<file path="src/sv/oal_pkg.sv">
`timescale 1ns / 1ps
// oal_pkg: shared sizes, command codes and cell control types for the ordered array list
// no dependencies; imported by every module of the block

package oal_pkg;

    localparam int CAPACITY = 16;
    localparam int IDX_W    = $clog2(CAPACITY);
    localparam int CNT_W    = $clog2(CAPACITY + 1);
    localparam int POS_W    = 5;
    localparam int WORD_W   = 32;
    localparam int OP_W     = 3;

    typedef enum logic [OP_W-1:0] {
        OP_INSERT = 3'd0,
        OP_DELETE = 3'd1,
        OP_READ   = 3'd2,
        OP_LOCATE = 3'd3,
        OP_CLEAR  = 3'd4
    } op_t;

    typedef enum logic [2:0] {
        CELL_HOLD,
        CELL_INSERT,
        CELL_DELETE,
        CELL_CLEAR,
        CELL_MATCH
    } cell_cmd_t;

    typedef struct packed {
        cell_cmd_t                 cmd;
        logic [IDX_W-1:0]          pos_idx;
        logic [CNT_W-1:0]          count;
        logic signed [WORD_W-1:0]  value;
    } cell_ctl_t;

    typedef enum logic [1:0] {
        ST_IDLE,
        ST_EXEC,
        ST_SCAN,
        ST_EMIT
    } state_t;

endpackage

</file>
<file path="src/sv/oal_cell.sv">
`timescale 1ns / 1ps
// oal_cell: one list slot; holds a word and shifts, loads, clears or compares it
// depends on oal_pkg

module oal_cell
    import oal_pkg::*;
(
    input  logic                      clk,
    input  logic                      rst_n,
    input  logic [IDX_W-1:0]          cell_idx,
    input  cell_ctl_t                 ctl,
    input  logic signed [WORD_W-1:0]  left_data,
    input  logic signed [WORD_W-1:0]  right_data,
    output logic signed [WORD_W-1:0]  data,
    output logic                      match
);

    logic signed [WORD_W-1:0] data_reg;
    logic signed [WORD_W-1:0] data_next;
    logic                     match_reg;
    logic                     match_next;
    logic [CNT_W-1:0]         idx_ext;

    assign idx_ext = CNT_W'(cell_idx);

    always_comb
    begin
        data_next  = data_reg;
        match_next = match_reg;
        case (ctl.cmd)
            CELL_INSERT:
            begin
                if (cell_idx == ctl.pos_idx)
                begin
                    data_next = ctl.value;
                end
                else if ((cell_idx > ctl.pos_idx) && (idx_ext <= ctl.count))
                begin
                    data_next = left_data;
                end
            end
            CELL_DELETE:
            begin
                if ((cell_idx >= ctl.pos_idx) && ((idx_ext + CNT_W'(1)) < ctl.count))
                begin
                    data_next = right_data;
                end
            end
            CELL_CLEAR:
            begin
                data_next = '0;
            end
            CELL_MATCH:
            begin
                match_next = (idx_ext < ctl.count) && (data_reg == ctl.value);
            end
            default:
            begin
                data_next  = data_reg;
                match_next = match_reg;
            end
        endcase
    end

    always_ff @(posedge clk or negedge rst_n)
    begin
        if (!rst_n)
        begin
            data_reg  <= '0;
            match_reg <= 1'b0;
        end
        else
        begin
            data_reg  <= data_next;
            match_reg <= match_next;
        end
    end

    assign data  = data_reg;
    assign match = match_reg;

endmodule

</file>
<file path="src/sv/ordered_array_list_unit.sv">
`timescale 1ns / 1ps
// ordered_array_list_unit: top level of the ordered list, a row of slot cells and its sequencer
// depends on oal_pkg and oal_cell

// A bounded list of up to 16 signed words with one-based positions, kept in a row of slot
// cells that all shift together toward or away from each other. A request passes through
// capture, cell update and result register, so its result is registered after the cell
// update. A locate also passes through a scan state before the result register, since the
// per-cell match flags are registered and then priority encoded in a state of their own.
// A new request is taken once the previous one has reached the output register, even while
// that result still waits for out_ready; a result that is not taken holds back the next one.
// Insert, delete and clear change the list in the cell update state; every result carries
// the list size and emptiness after the request.

module ordered_array_list_unit
    import oal_pkg::*;
(
    input  logic                      clk,
    input  logic                      rst_n,
    input  logic                      in_valid,
    output logic                      in_ready,
    input  logic [OP_W-1:0]           operation,
    input  logic [POS_W-1:0]          position,
    input  logic signed [WORD_W-1:0]  value,
    output logic                      out_valid,
    input  logic                      out_ready,
    output logic                      ok,
    output logic signed [WORD_W-1:0]  word_out,
    output logic [POS_W-1:0]          found_position,
    output logic [POS_W-1:0]          list_size,
    output logic                      is_empty
);

    state_t                    state_reg;
    state_t                    state_next;

    logic [OP_W-1:0]           op_reg;
    logic [POS_W-1:0]          pos_reg;
    logic signed [WORD_W-1:0]  val_reg;
    logic [CNT_W-1:0]          count_reg;
    logic [CNT_W-1:0]          count_next;

    logic                      pend_ok_reg;
    logic                      pend_ok_next;
    logic signed [WORD_W-1:0]  pend_word_reg;
    logic signed [WORD_W-1:0]  pend_word_next;
    logic [POS_W-1:0]          pend_found_reg;
    logic [POS_W-1:0]          pend_found_next;

    logic                      out_valid_reg;
    logic                      ok_reg;
    logic signed [WORD_W-1:0]  word_reg;
    logic [POS_W-1:0]          found_reg;
    logic [POS_W-1:0]          size_reg;
    logic                      empty_reg;

    cell_ctl_t                 cell_ctl;
    logic signed [WORD_W-1:0]  cell_data [CAPACITY];
    logic [CAPACITY-1:0]       match_vec;

    logic                      in_fire;
    logic                      emit_go;
    logic                      ins_ok;
    logic                      acc_ok;
    logic [IDX_W-1:0]          pos_idx;
    logic signed [WORD_W-1:0]  read_word;
    logic [POS_W-1:0]          scan_found;

    // position range checks
    assign pos_idx = IDX_W'(pos_reg - POS_W'(1));
    assign ins_ok  = (pos_reg != '0)
                     && ({1'b0, pos_reg} <= ({1'b0, POS_W'(count_reg)} + (POS_W + 1)'(1)))
                     && (count_reg < CNT_W'(CAPACITY));
    assign acc_ok  = (pos_reg != '0) && ({1'b0, pos_reg} <= {1'b0, POS_W'(count_reg)});
    assign read_word = cell_data[pos_idx];

    // slot cells
    for (genvar i = 0; i < CAPACITY; i++)
    begin : g_cell
        logic signed [WORD_W-1:0] left_w;
        logic signed [WORD_W-1:0] right_w;

        if (i == 0)
        begin : g_first
            assign left_w = '0;
        end
        else
        begin : g_left
            assign left_w = cell_data[i-1];
        end

        if (i == CAPACITY - 1)
        begin : g_last
            assign right_w = '0;
        end
        else
        begin : g_right
            assign right_w = cell_data[i+1];
        end

        oal_cell u_cell (
            .clk        (clk),
            .rst_n      (rst_n),
            .cell_idx   (IDX_W'(i)),
            .ctl        (cell_ctl),
            .left_data  (left_w),
            .right_data (right_w),
            .data       (cell_data[i]),
            .match      (match_vec[i])
        );
    end

    // first match wins
    always_comb
    begin
        scan_found = '0;
        for (int i = CAPACITY - 1; i >= 0; i--)
        begin
            if (match_vec[i])
            begin
                scan_found = POS_W'(i + 1);
            end
        end
    end

    // next state
    always_comb
    begin
        state_next = state_reg;
        case (state_reg)
            ST_IDLE:
            begin
                if (in_valid)
                begin
                    state_next = ST_EXEC;
                end
            end
            ST_EXEC:
            begin
                if (op_reg == OP_LOCATE)
                begin
                    state_next = ST_SCAN;
                end
                else
                begin
                    state_next = ST_EMIT;
                end
            end
            ST_SCAN:
            begin
                state_next = ST_EMIT;
            end
            ST_EMIT:
            begin
                if (!out_valid_reg || out_ready)
                begin
                    state_next = ST_IDLE;
                end
            end
            default:
            begin
                state_next = ST_IDLE;
            end
        endcase
    end

    // sequencer outputs
    always_comb
    begin
        in_ready         = 1'b0;
        emit_go          = 1'b0;
        cell_ctl.cmd     = CELL_HOLD;
        cell_ctl.pos_idx = pos_idx;
        cell_ctl.count   = count_reg;
        cell_ctl.value   = val_reg;
        count_next       = count_reg;
        pend_ok_next     = pend_ok_reg;
        pend_word_next   = pend_word_reg;
        pend_found_next  = pend_found_reg;
        case (state_reg)
            ST_IDLE:
            begin
                in_ready = 1'b1;
            end
            ST_EXEC:
            begin
                pend_ok_next    = 1'b0;
                pend_word_next  = '0;
                pend_found_next = '0;
                case (op_reg)
                    OP_INSERT:
                    begin
                        if (ins_ok)
                        begin
                            cell_ctl.cmd = CELL_INSERT;
                            count_next   = count_reg + CNT_W'(1);
                            pend_ok_next = 1'b1;
                        end
                    end
                    OP_DELETE:
                    begin
                        if (acc_ok)
                        begin
                            cell_ctl.cmd   = CELL_DELETE;
                            count_next     = count_reg - CNT_W'(1);
                            pend_ok_next   = 1'b1;
                            pend_word_next = read_word;
                        end
                    end
                    OP_READ:
                    begin
                        if (acc_ok)
                        begin
                            pend_ok_next   = 1'b1;
                            pend_word_next = read_word;
                        end
                    end
                    OP_LOCATE:
                    begin
                        cell_ctl.cmd = CELL_MATCH;
                    end
                    OP_CLEAR:
                    begin
                        cell_ctl.cmd = CELL_CLEAR;
                        count_next   = '0;
                        pend_ok_next = 1'b1;
                    end
                    default:
                    begin
                        cell_ctl.cmd = CELL_HOLD;
                    end
                endcase
            end
            ST_SCAN:
            begin
                pend_found_next = scan_found;
                pend_ok_next    = (scan_found != '0);
            end
            ST_EMIT:
            begin
                emit_go = !out_valid_reg || out_ready;
            end
            default:
            begin
                in_ready = 1'b0;
            end
        endcase
    end

    assign in_fire = in_valid && in_ready;

    always_ff @(posedge clk or negedge rst_n)
    begin
        if (!rst_n)
        begin
            state_reg     <= ST_IDLE;
            count_reg     <= '0;
            out_valid_reg <= 1'b0;
        end
        else
        begin
            state_reg <= state_next;
            count_reg <= count_next;
            if (emit_go)
            begin
                out_valid_reg <= 1'b1;
            end
            else if (out_ready)
            begin
                out_valid_reg <= 1'b0;
            end
        end
    end

    always_ff @(posedge clk)
    begin
        if (in_fire)
        begin
            op_reg  <= operation;
            pos_reg <= position;
            val_reg <= value;
        end
        pend_ok_reg    <= pend_ok_next;
        pend_word_reg  <= pend_word_next;
        pend_found_reg <= pend_found_next;
        if (emit_go)
        begin
            ok_reg    <= pend_ok_reg;
            word_reg  <= pend_word_reg;
            found_reg <= pend_found_reg;
            size_reg  <= POS_W'(count_reg);
            empty_reg <= (count_reg == '0);
        end
    end

    assign out_valid      = out_valid_reg;
    assign ok             = ok_reg;
    assign word_out       = word_reg;
    assign found_position = found_reg;
    assign list_size      = size_reg;
    assign is_empty       = empty_reg;

endmodule

</file>
<file path="config.mk">
export PLATFORM = sky130hd
export DESIGN_NAME = ordered_array_list_unit
export DESIGN_NICKNAME = d
export VERILOG_FILES = /design/src/sv/oal_pkg.sv /design/src/sv/oal_cell.sv /design/src/sv/ordered_array_list_unit.sv
export SDC_FILE = /design/constraint.sdc
export NUM_CORES = 2
export LEC_CHECK = 0
export BUFFER_PORTS_ARGS = -buffer_cell sky130_fd_sc_hd__buf_4
export CAP_MARGIN = 40
export CORE_AREA = 2 2 390 392
export DETAILED_ROUTE_END_ITERATION = 6
export DIE_AREA = 0 0 392 394
export PLACE_DENSITY = 0.54
export SYNTH_ARGS = -nofsm -noshare
export SYNTH_HDL_FRONTEND = slang
export SYNTH_SLANG_ARGS = --single-unit
</file>
<file path="constraint.sdc">
create_clock -name clk -period 4.18 [get_ports clk]
set_clock_uncertainty 0.2 [all_clocks]
set_input_delay 0.836 -clock clk [delete_from_list [all_inputs] [get_ports clk]]
set_output_delay 0.836 -clock clk [all_outputs]
set_load 0.02 [all_outputs]
</file>
==> run metrics <==
CTS tree=built; root buffer cell=clkbuf_16; Max FO, Critical Path=32; hpwl dp=between 100,000 and 150,000 um; drt initial violations=3,307; max reg flops=512; commonest non-fill, non-tap cell in the layout=dfrtp_1; dpl ws=0.237 ns; gpl congestion=1.02; Port Buf Inserts=between 80 and 90; Initial Util=29.8%; Sw Share=43.7%; I/O Pins=90; drc violations=0; Setup crit end kind=flip-flop; Min Clock Period, post-route=~4 ns; Cell Pwr Density=714 nW/um2; row cnt=143; core area=approximately 150,000 um2; clock group share of total power=21.0%; filler cell count=~15,000; CP Launch Type=flip-flop; maxcap violations=0; GRT Total Usage=21.7%; synthesized flop and latch total=658; Synth Cell Area=roughly 45,000 um2; VDD IR max=0.000313 V; area of the multi-input gates=26,100 um2; Seq pwr share=34.2%; Worst Tran Pin Value=roughly 0.97 ns; sequential cell area=around 17,000 um2; average size of a mapped cell=11.1 um2; Distinct cells, synth=71; commonest cells after routing, fill and taps aside=dfrtp_1 (536), mux2i_1 (448), mux2_2 (378); Combinational Power Share=44.8%; worst flop-to-flop path endpoint=g_cell[8].u_cell.data[13]; Async SR Flop Fraction=81.5%; vias in the first global route=32,900; Min-Delay Path Depth=1; reg2reg start=pos_reg[0]; Slew Limit Fails=0; slowest CP cell=or4b_1; CTS H-Tree Depth=3; Mapped Cells=4,024; Tcrit/Tclk final=96.1%; RSZ-0062 raised after global routing=no; Crit. Startpoint=pos_reg[0]; outcome=complete, no violations; layout cells sized above 1=24.6%; final worst slack=0.164 ns; Vias=34,000; WP data arrival=~4.4 ns; Avg WL per Cell=about 28 um; Setup Buffers After CTS=0; Detailed Route WL=between 150,000 and 200,000 um; first-pass GRT wire length=around 250,000 um; initial antenna violation count=10; cells along the critical path=inv_1 > ha_4 > or4b_1 > o211ai_1 > o21a_1 > buf_4 > a31oi_1 > o21ai_4 > buf_12 > mux2_2; Main synth FF type=dfrtp_1; clock-pin transition on the worst setup and hold timing paths=0.06 ns; Vias/cell=5.60; die width=between 300 and 400 um; Final Hold Viols=0; number of synthesized flops with an enable pin=122; Nets=4,045; Sum Neg Setup Slack=0 ns; Num CTS Buffers=83; placed cell areas=48,600 um2; Hold Crit Class=in -> reg; Register-to-Register Path Depth=10; clock sinks=658; Synthesized Nets=4,091; post-layout util=approximately 34%; Post-DRT Antenna Nets=0; Fmax=~250 MHz; register area share after synthesis=38.1%; largest stage delay on the critical path=approximately 0.55 ns; CTS max path bufs=3; pin count of the biggest net entering global routing=99; total die area=approximately 150,000 um2; Internal=20,700 uW; synth warn=0; Leak=0.0218 uW; Worst Path Class, Setup=reg -> reg; Final Setup Violations=0; Detailed Routing Iterations Pass 1=6; post-route cell area=51,400 um2; Tot Pwr=approximately 37,000 uW; overflow left after global routing=0; chip height=394 um; Layout area overhead=14.7%; Critical Path Sink=g_cell[8].u_cell.data[13]; WP data required=4.52 ns; net switching power=16,000 uW; flop2flop setup slack=between 0.15 and 0.2 ns; relative slew slack=34.8%; clock insertion delay at the later pin of the skew report=approximately 0.67 ns
per-layer routing:
metal | up-vias | share of wire (%) | track usage, %
li1 | 15000 | - | -
met1 | 17500 | 44 | 30.4
met2 | 1232 | 45 | 32.7
met3 | 260 | 5.9 | 3.21
met4 | 4 | 5.4 | 10.7
met5 | - | 0.020 | 0
through the flow:
step           cells  hold slack [ns]
2_1_floorplan   4024            0.200
6_report        6074            0.146
5_1_grt         6073            0.124
3_3_place_gp    5915            0.202
4_1_cts         6073            0.101
3_5_place_dp    5922            0.205
cell families (layout without fill, tap and decap cells):
logic type                 count (synthesis)  in the layout  synth area share [%]
xor gates and xnor gates                 521            521                  10.2
DFF                                      658            658                  38.1
other                                      0              1                     0
and+or+nand+nor                          615            615                  6.64
AOI/OAI and AO/OA                        784            784                  12.6
buffers and inverters                    431            450                  4.19
muxes                                    992            992                  27.7
adders and majority gates                 23             23                 0.642
critical path, delay by kind of cell, from the launching register on:
| kind | cells | cell delay (ns) |
|---|---|---|
| muxes | 1 | 0.37 |
| DFF | 1 | 0.53 |
| and+or+nand+nor | 1 | 0.55 |
| buffers and inverters | 3 | 0.81 |
| adders and majority gates | 1 | 0.27 |
| AOI/OAI and AO/OA | 4 | 1.09 |
synthesized netlist by cell type (10+ instances only):
master	n	area, um2
xnor2_1	329	2880
mux2i_1	448	4480
o31ai_1	37	278
nand4_1	100	626
dfrtp_1	536	13400
nor3_1	25	125
buf_4	10	75.1
a22o_1	32	280
nand2_1	150	563
nor4_1	59	369
ha_1	23	288
nor2_1	186	698
mux2_2	378	4260
xor2_1	192	1680
edfxtp_1	122	3660
buf_2	122	611
mux4_2	160	3600
o2bb2ai_1	321	2810
o21ai_0	102	510
nand3_1	18	90.1
buf_1	46	173
a21oi_1	190	951
a22oi_1	34	255
clkbuf_1	225	845
inv_1	17	63.8
nor2b_1	38	238
worst min path at each step:
stage / start / slack [ns] / end
finish: value[21] / 0.15 / val_reg[21]
global placement: pend_found_reg[4] / 0.20 / found_position[4]
detailed placement: pend_found_reg[4] / 0.20 / found_position[4]
floorplan: pend_found_reg[0] / 0.20 / found_position[0]
global route: value[5] / 0.12 / val_reg[5]
CTS: value[29] / 0.10 / val_reg[29]
power groups by stage:
stage | Combinational, uW | Clock (uW) | Sequential (uW)
after global placement | 16100 | 0 | 12400
after CTS | 16400 | 7890 | 12400
final | 16400 | 7710 | 12500
after global routing | 17400 | 8100 | 12900
after floorplan | 10600 | 0 | 11200
after detailed placement | 16300 | 0 | 12500
final cells by class:
cell class              instances  share of cell area [%]
flip-flops and latches        658                    33.2
well taps                    2030                    4.94
inverters                      18                   0.131
diodes                          1                 0.00487
repair buffers                282                    5.36
clock buffers                 119                    4.74
multi-input cells            2935                    50.8
clock inverters                31                   0.803
repair_timing:
action,CTS,global route
endpoints found under the hold margin,42,0
resized for setup,0,1
hold buffers,1,0
endpoints found under the setup margin,0,32
Note: power is estimated with default switching activity, not from simulation.
